===== config.mk =====
export PLATFORM = sky130hd
export DESIGN_NAME = kdgp_front
export DESIGN_NICKNAME = d
export VERILOG_FILES = /design/src/rtl/kdgp_pkg.sv /design/src/rtl/kdgp_front.sv
export SDC_FILE = /design/constraint.sdc
export NUM_CORES = 1
export LEC_CHECK = 0
export BUFFER_PORTS_ARGS = -buffer_cell sky130_fd_sc_hd__buf_4
export CORE_MARGIN = 4
export CORE_UTILIZATION = 36
export DETAILED_ROUTE_END_ITERATION = 8
export PLACE_DENSITY = 0.74
export REMOVE_ABC_BUFFERS = 1
export SLEW_MARGIN = 10
export SYNTH_ARGS = -nofsm -noshare
export SYNTH_HDL_FRONTEND = slang
export SYNTH_SLANG_ARGS = --single-unit

===== constraint.sdc =====
create_clock -name i_clk -period 2.4 [get_ports i_clk]
set_clock_uncertainty 0.1 [all_clocks]
set_input_delay 0.24 -clock i_clk [delete_from_list [all_inputs] [get_ports i_clk]]
set_output_delay 0.24 -clock i_clk [all_outputs]
set_load 0.01 [all_outputs]

===== src/rtl/kdgp_pkg.sv =====
// kdgp_pkg: shared types and constants of the k-mer diagonal gap prefilter
// no dependencies; imported by every module of the block
`default_nettype none

package kdgp_pkg;

    localparam logic [1:0] CMD_CLEAR = 2'd0;
    localparam logic [1:0] CMD_QUERY = 2'd1;
    localparam logic [1:0] CMD_START = 2'd2;
    localparam logic [1:0] CMD_DB    = 2'd3;

    localparam int IN_TDATA_W  = 32;
    localparam int IN_TUSER_W  = 2;
    localparam int OUT_TDATA_W = 8;

    localparam int KMER_W = 8;
    localparam int POS_W  = 10;
    localparam int THR_W  = 8;

    typedef struct packed {
        logic              last;
        logic [POS_W-1:0]  qlen;
        logic [POS_W-1:0]  pos;
        logic [KMER_W-1:0] kmer;
        logic [1:0]        cmd;
    } t_op;

endpackage

`default_nettype wire


===== src/rtl/kdgp_front.sv =====
// kdgp_front: input stage that takes stream items and turns them into ops
// depends on kdgp_pkg; feeds kdgp_queue
`default_nettype none

module kdgp_front (
    input  wire                                i_clk,
    input  wire                                i_rst_n,
    input  wire                                i_en,
    input  wire                                i_valid,
    output logic                               o_ready,
    input  wire  [kdgp_pkg::IN_TDATA_W-1:0]    i_tdata,
    input  wire  [kdgp_pkg::IN_TUSER_W-1:0]    i_tuser,
    input  wire                                i_tlast,
    output logic                               o_op_valid,
    input  wire                                i_op_ready,
    output kdgp_pkg::t_op                      o_op
);
    import kdgp_pkg::*;

    logic r_valid;
    t_op  r_op;
    t_op  n_op;
    logic accept;

    always_comb begin
        n_op.cmd  = i_tuser[1:0];
        n_op.kmer = i_tdata[KMER_W-1:0];
        n_op.pos  = i_tdata[KMER_W+POS_W-1:KMER_W];
        n_op.qlen = i_tdata[KMER_W+2*POS_W-1:KMER_W+POS_W];
        // the length only matters to a start command
        if (i_tuser[1:0] != CMD_START) begin
            n_op.qlen = '0;
        end
        // last only matters to a database k-mer
        n_op.last = (i_tuser[1:0] == CMD_DB) ? i_tlast : 1'b0;
    end

    assign o_ready    = i_en && (!r_valid || i_op_ready);
    assign accept     = i_valid && o_ready;
    assign o_op_valid = r_valid;
    assign o_op       = r_op;

    always_ff @(posedge i_clk) begin
        if (!i_rst_n) begin
            r_valid <= 1'b0;
        end else if (accept) begin
            r_valid <= 1'b1;
        end else if (i_op_ready) begin
            r_valid <= 1'b0;
        end
    end

    always_ff @(posedge i_clk) begin
        if (accept) begin
            r_op <= n_op;
        end
    end

endmodule

`default_nettype wire


==> results.md <==
- Crit path kind: reg -> out
- Setup total negative slack: 0 ps
- Maxcap violations: 0
- Fin. max-slew vios: 0
- Iteration-0 DRC Markers: 13
- Cell family with most CP delay: flip-flops
- Final Hold Fails: 0
- Final worst path period need: 1380 ps
- Core Area: 0.00278 mm2
- Syn avg cell area: 21.7 um2
- Rel. slew slack: 74.7%
- Vias in the first global route: 868
- H-tree levels: 2
- CTS tree: done
- Root Buffer Master: clkbuf_4
- Routed via count: 774
- Final #Nets: 184
- Type of origin of the critical path: flop
- Die W: 62.4 um
- Worst Path Arrival: 1040 ps
- Placed Area: 0.00162 mm2
- Critical path required time: 2060 ps
- Slowest CP cell: dfxtp_1
- Worst-path cell chain: nand2b_1 > and2_1 > buf_4
- Period utilization: 57.3%
- First-pass GRT wire length: 3950 um
- Diodes inserted: 0
- Max VDD drop: 488 uV
- Critical Path End Type: output pin
- DRT antenna net count: 0
- Tot GR Track Use: 13.6%
- Leak: 0.789 nW
- Post-Syn Instances: 49
- Max stage delay on crit path: 340 ps
- RSZ-0062 raised after global routing: false
- Avg WL per Cell: 13.6 um
- Starting Density: 38.2%
- Gpl congestion: 0.602
- Reg clk slew, reported paths: 80 ps
- Clock Latency Late Sink: 320 ps
- Drc violations: 0
- Final setup fails: 0
- Worst-path maximum fanout: 3
- Max Fclk: 0.727 GHz
- First-pass DRT Iterations: 4
- Largest net degree at the start of global routing: 32
- Flops & latches, synth: 32
- Final Worst Setup Slack: 1020 ps
- Cell Pwr Density: 575 mW/mm2
- Outcome: completed
- Die ar.: 0.00389 mm2
- Rows: 19
- Num CTS Buffers: 5
- Worst Hold Class: in -> reg
- Fillers: 212
- Synth cell types: 9
- HPWL Detailed: 1680 um
- Mapped cell area: 0.00106 mm2
- Clock tree buffer depth: 2
- Yosys Warn Count: 0
- Initial antenna violation count: 0
- Post-route cell area: 0.00186 mm2
- Crit path buf inv count: 1
- Via density: 4.40
- Layout cells sized above 1: 52.4%
- Die Height: 62.4 um
- Num ports: 73
- Setup WS pre-CTS: 1010 ps
- Synthesis-to-layout area growth: 75.1%
- Number of I/O port buffers: 68
- Post-synthesis sequential area ratio: 89.4%
- Drt total wl: 2390 um
- CTS sink count: 32
- Worst Max-Slew Pin Slew: 380 ps
- Grt ovf: 0
## through the flow
step | util (%) | hold WS (ps) | power [W] | cells
3_5_place_dp | 58.3 | 319 | 0.000780 | 149
3_3_place_gp | 58.3 | 318 | 0.000775 | 149
4_1_cts | 66.9 | 15.3 | 0.00109 | 176
6_report | 66.9 | 37.2 | 0.00107 | 176
5_1_grt | 66.9 | 15.6 | 0.00113 | 176
2_1_floorplan | - | 239 | 0.000694 | 49
## area by class of cell
| type | instances | area (um2) | area share, % |
|---|---|---|---|
| Tap cell | 31 | 38.8 | 2.08 |
| Sequential cell | 32 | 951 | 51.1 |
| Timing Repair Buffer | 88 | 708 | 38.0 |
| Clock buffer | 8 | 48.8 | 2.62 |
| Multi-Input combinational cell | 17 | 115 | 6.18 |
## repair_timing
item                                   in CTS  in global routing
endpoints found under the hold margin      19                  0
hold buffers                               19                  0
setup buffers                               0                  0
resized for setup                           0                  0
## where the power goes
part	total, W	leakage [nW]	switching (W)	internal [W]
sequential	0.000648	0.297	0.00000658	0.000641
clock	0.000280	0.0265	0.000164	0.000117
combinational	0.000143	0.465	0.0000506	0.0000921
total	0.00107	0.789	0.000221	0.000850
## flip-flops by register name, indices dropped and copies added, names as in the netlist
signal and flops:
o_op 31, o_op_valid 1
## cells by family after synthesis
| kind of cell | count (synthesis) | synth area share (%) |
|---|---|---|
| and+or+nand+nor | 16 | 9.88 |
| DFF | 32 | 89.4 |
| AOI/OAI and AO/OA | 1 | 0.706 |
## cells in the final DEF (no fill, tap or decap)
cell type and count:
a21boi_1 1, and2_1 11, and3_1 1, buf_4 69, clkbuf_1 3, clkbuf_4 5
dfxtp_1 1, dlygate4sd3_1 19, edfxtp_1 31, nand2_1 1, nand2b_1 1, nor2b_2 1
nor2b_4 1
## path summary, 6_finish.rpt
check                   from         end  slack (ps)  cells past startpoint
setup / recovery  o_op_valid     o_ready        1020                      3
hold reg to reg   o_op_valid  o_op_valid         430                      2
setup reg to reg  o_op_valid     o_op[6]        1060                      3
hold / removal    i_tuser[0]     o_op[0]          40                      1
## routing by layer
layer | vias up | part of all wire (%) | track usage [%]
li1 | 369 | - | -
met1 | 343 | 31 | 13.1
met2 | 54 | 48 | 20.3
met3 | 8 | 17 | 9.37
met4 | 0 | 3.0 | 9.55
met5 | - | 0 | 0
## worst reg2reg max path, cell delays in order (launching register included)
cell and delay (ps):
dfxtp_1 320, nand2b_1 100, nor2b_2 140, buf_4 350
## synth_stat cells
master / n / area (um2)
nand2b_1: 1 / 6.26
and2_1: 11 / 68.8
edfxtp_1: 31 / 931
and3_1: 1 / 6.26
nor2b_4: 1 / 13.8
nor2b_1: 1 / 6.26
a21boi_1: 1 / 7.51
nand2_1: 1 / 3.75
dfxtp_1: 1 / 20.0
(Power assumes the default switching activity.)
