==> src/rtl/kdgp_pkg.sv <==
// kdgp_pkg: shared types and constants of the k-mer diagonal gap prefilter
// no dependencies; imported by every module of the block
`default_nettype none

package kdgp_pkg;

    localparam logic [1:0] CMD_CLEAR = 2'd0;
    localparam logic [1:0] CMD_QUERY = 2'd1;
    localparam logic [1:0] CMD_START = 2'd2;
    localparam logic [1:0] CMD_DB    = 2'd3;

    localparam int IN_TDATA_W  = 32;
    localparam int IN_TUSER_W  = 2;
    localparam int OUT_TDATA_W = 8;

    localparam int KMER_W = 8;
    localparam int POS_W  = 10;
    localparam int THR_W  = 8;

    typedef struct packed {
        logic              last;
        logic [POS_W-1:0]  qlen;
        logic [POS_W-1:0]  pos;
        logic [KMER_W-1:0] kmer;
        logic [1:0]        cmd;
    } t_op;

endpackage

`default_nettype wire

==> src/rtl/kdgp_queue.sv <==
// kdgp_queue: two-entry op queue between the front stage and the engine
// depends on kdgp_pkg
`default_nettype none

module kdgp_queue (
    input  wire            i_clk,
    input  wire            i_rst_n,
    input  wire            i_push_valid,
    output logic           o_push_ready,
    input  kdgp_pkg::t_op  i_push_data,
    output logic           o_pop_valid,
    input  wire            i_pop_ready,
    output kdgp_pkg::t_op  o_pop_data
);
    import kdgp_pkg::*;

    t_op        r_mem [2];
    logic       r_wp;
    logic       r_rp;
    logic [1:0] r_count;
    logic       push;
    logic       pop;

    assign o_push_ready = (r_count != 2'd2);
    assign o_pop_valid  = (r_count != 2'd0);
    assign o_pop_data   = r_mem[r_rp];
    assign push         = i_push_valid && o_push_ready;
    assign pop          = o_pop_valid && i_pop_ready;

    always_ff @(posedge i_clk) begin
        if (!i_rst_n) begin
            r_wp    <= 1'b0;
            r_rp    <= 1'b0;
            r_count <= 2'd0;
        end else begin
            if (push) begin
                r_wp <= ~r_wp;
            end
            if (pop) begin
                r_rp <= ~r_rp;
            end
            if (push && !pop) begin
                r_count <= r_count + 2'd1;
            end else if (pop && !push) begin
                r_count <= r_count - 2'd1;
            end
        end
    end

    always_ff @(posedge i_clk) begin
        if (push) begin
            r_mem[r_wp] <= i_push_data;
        end
    end

endmodule

`default_nettype wire

==> config.mk <==
export PLATFORM = sky130hd
export DESIGN_NAME = kdgp_queue
export DESIGN_NICKNAME = d
export VERILOG_FILES = /design/src/rtl/kdgp_pkg.sv /design/src/rtl/kdgp_queue.sv
export SDC_FILE = /design/constraint.sdc
export NUM_CORES = 1
export LEC_CHECK = 0
export BUFFER_PORTS_ARGS = -buffer_cell sky130_fd_sc_hd__buf_4
export CAP_MARGIN = 20
export CORE_ASPECT_RATIO = 0.8
export CORE_MARGIN = 2
export CORE_UTILIZATION = 40
export CTS_CLUSTER_DIAMETER = 100
export DETAILED_ROUTE_END_ITERATION = 16
export SLEW_MARGIN = 20
export SYNTH_ARGS = -nofsm -noshare
export SYNTH_HDL_FRONTEND = slang
export SYNTH_SLANG_ARGS = --single-unit
export TNS_END_PERCENT = 50
==> constraint.sdc <==
create_clock -name i_clk -period 4.67 [get_ports i_clk]
set_clock_uncertainty 0.1 [all_clocks]
set_input_delay 0.934 -clock i_clk [delete_from_list [all_inputs] [get_ports i_clk]]
set_output_delay 0.934 -clock i_clk [all_outputs]
set_load 0.03 [all_outputs]
==> impl_metrics.py <==
metrics = {
    "critical_path": {
        "startpoint_type": "flop",
        "slowest_stage": "dfxtp_1",
        "end_kind": "output port",
        "cp_num_buf_inv": 2,
        "crit_path_max_fanout": 16,
        "worst-setup-path-type": "reg2out",
        "cpPeakStageDelay_ns": 0.79,
        "crit_top_cell": "buf_4",
        "crit_chain": "buf_4, mux2_2, buf_4",
        "worst_ep_arrival_time_ns": 2.04,
        "cp_top_family": "flip-flops",
        "cp.required_ns": 3.64,
    },
    "run": {
        "cap_violations": 0,
    },
    "clock_network": {
        "cts_buffers": 9,
        "clk_pin_slew_worst_paths_ns": 0.06,
        "post_cts_buffers": 0,
        "cts_tree": "yes",
        "clock_path_buffers": 2,
        "htreeDepth": 3,
        "cts_hold_buffers": 0,
        "root_buffer": "clkbuf_8",
        "clkLatencyLatePin_ns": 0.32,
        "cts_resized": 0,
        "cts_sinks": 67,
    },
    "synth": {
        "synth.avg_cell_area_um2": 20.6,
        "ys_top_cells_by_area": "edfxtp_1, mux2_2, dfxtp_1",
        "synthArstFlopShare_pct": 0,
        "synth_top_area_cell": "edfxtp_1",
        "synth_cell_type_count": 19,
        "synth_edf_count": 62,
        "syn-num-nets": 156,
        "yosys-top-cells-count": "edfxtp_1, mux2_2, dfxtp_1",
        "ys_ff_latch": 67,
        "synth_top_area_share_pct": 75.4,
        "synth.most_common_cell": "edfxtp_1",
        "synthCells": 120,
        "synth_top_flop_cell": "edfxtp_1",
        "synth-seq-area-share_pct": 79.5,
        "syn_area_um2": 2470,
        "yosysWarnings": 0,
    },
    "pwr": {
        "p_seq_share_pct": 44.7,
        "total_power_mw": 1.79,
        "power_density_nw_per_um2": 552,
        "ir_drop_uv": 281,
        "p_leak_nw": 1.21,
        "pwr-share-clk_pct": 21.4,
        "switching_share_pct": 32.6,
        "comb_power_share_pct": 33.9,
        "switchingPower_mw": 0.583,
        "p_int_mw": 1.20,
    },
    "sta": {
        "hold_viol": 0,
        "fmax_mhz": 326,
        "final.setup.tns_ns": 0,
        "setup_violations": 0,
        "tightestPinTransition_ns": 0.728,
        "grt_setup_unrepaired": "false",
        "layout_worst_path_cycle_share_pct": 65.7,
        "slew_violations": 0,
        "max_slew_margin_pct": 51.4,
        "period_minus_slack_ns": 3.07,
    },
    "global_route": {
        "grt_pass1_wl_mm": 6.61,
        "antenna_found_initial": 0,
        "first_global_vias": 1411,
        "grt_max_degree": 32,
        "overflow": 0,
        "grt_use_total_pct": 13.3,
    },
    "placed_design": {
        "place_hpwl_mm": 2.82,
        "port_buffers": 67,
        "placed_area_um2": 3080,
        "gp_congestion": 0.754,
        "dp_cells": 268,
    },
    "layout": {
        "final_layout_size_suffix_gt1_share_pct": 57.6,
        "layout.nets": 234,
        "antenna_cells": 0,
        "areaGrowthSynthToFinish_pct": 31.3,
        "fill_cells": 492,
        "fin_util_pct": 54.5,
        "final_cells": 284,
        "final_area_um2": 3240,
    },
    "die": {
        "die_h_um": 74.3,
        "die_x_um": 91.8,
        "core_um2": 5940,
        "start_util_pct": 41.5,
        "rows": 25,
        "design.die.area_um2": 6820,
        "num_io_pins": 68,
    },
    "routing": {
        "drt.antenna.violating_nets": 0,
        "vias": 1307,
        "drc_errors": 0,
        "wl_mm": 4.25,
        "via_per_inst": 4.60,
        "wl_per_cell_um": 15.0,
        "drtPass1Iterations": 4,
        "drtIter0Drc": 78,
    },
    "worst_hold_path": {
        "hp-class": "reg2reg",
    },
    "run_status": {
        "status": "complete, no violations",
    },
}
==> power groups by stage <==
| stage | sequential (mW) | clock [mW] | combinational [mW] |
|---|---|---|---|
| after CTS | 0.800 | 0.396 | 0.613 |
| after floorplan | 0.787 | 0 | 0.420 |
| after global routing | 0.807 | 0.425 | 0.644 |
| after global placement | 0.806 | 0 | 0.604 |
| after detailed placement | 0.813 | 0 | 0.610 |
| final | 0.799 | 0.383 | 0.606 |
==> worst register-to-register path: stages, from the launching register on <==
cell and delay [ns]:
dfxtp_1 0.36, nand2b_4 0.18, and2_1 0.17, ha_1 0.33, or3_1 0.36, a21boi_1 0.14
==> routing by layer <==
layer,vias to the layer above,global-route usage [%],share of wire (%),routed length [um]
met2,58,21.3,48,2030
met4,0,3.98,0.21,9
met3,2,7.19,7.5,318
met1,629,15.9,45,1900
li1,618,-,-,-
met5,-,0,0,0
==> cell type report <==
type | instances | area, um^2 | area share (%)
Tap cell | 81 | 101 | 3.13
Clock inverter | 6 | 32.5 | 1.00
Clock buffer | 10 | 128 | 3.94
Multi-Input combinational cell | 49 | 488 | 15.1
Timing Repair Buffer | 70 | 526 | 16.2
Inverter | 1 | 3.75 | 0.116
Sequential cell | 67 | 1960 | 60.5
==> worst paths after layout <==
kind	startpoint	to	slack [ns]	depth (start not counted)
setup / recovery	flop	o_pop_data[1]	1.60	3
hold reg to reg	r_count[1]	r_count[1]	0.46	2
setup reg to reg	r_count[0]	r_count[1]	2.97	5
hold / removal	r_count[1]	r_count[1]	0.46	2
==> registers in the layout (all words and copies together), names as in the netlist, named ones only <==
signal,cells
r_mem,62
r_count,2
r_rp,1
r_wp,1
==> cells by family (layout without fill, tap and decap cells) <==
| group | after synthesis | after routing | share of synthesized area (%) |
|---|---|---|---|
| fa+ha+maj | 1 | 1 | 0.507 |
| flops | 67 | 67 | 79.5 |
| buf+inv | 4 | 87 | 0.760 |
| simple gates | 9 | 9 | 2.64 |
| compound gates | 5 | 5 | 1.42 |
| xor+xnor | 3 | 3 | 1.06 |
| mux | 31 | 31 | 14.1 |
==> layout by cell type (no fill, tap or decap), drive strengths merged <==
cell and count:
edfxtp 62, dfxtp 5, clkbuf 10, nand2b 1, and3 1, ha 1
a21bo 1, or3 1, clkinvlp 2, a21boi 2, buf 70, nand3b 1
or2 1, clkinv 4, mux2 31, xor2 1, and2 4, inv 1
xnor2 2, o21ai 2
==> metrics by stage <==
step | setup slack, ns | hold slack (ns)
2_1_floorplan | 2.43 | 0.412
3_3_place_gp | 1.99 | 0.425
3_5_place_dp | 1.93 | 0.455
4_1_cts | 1.56 | 0.461
5_1_grt | 1.49 | 0.517
6_report | 1.60 | 0.459
(Power assumes the default switching activity.)
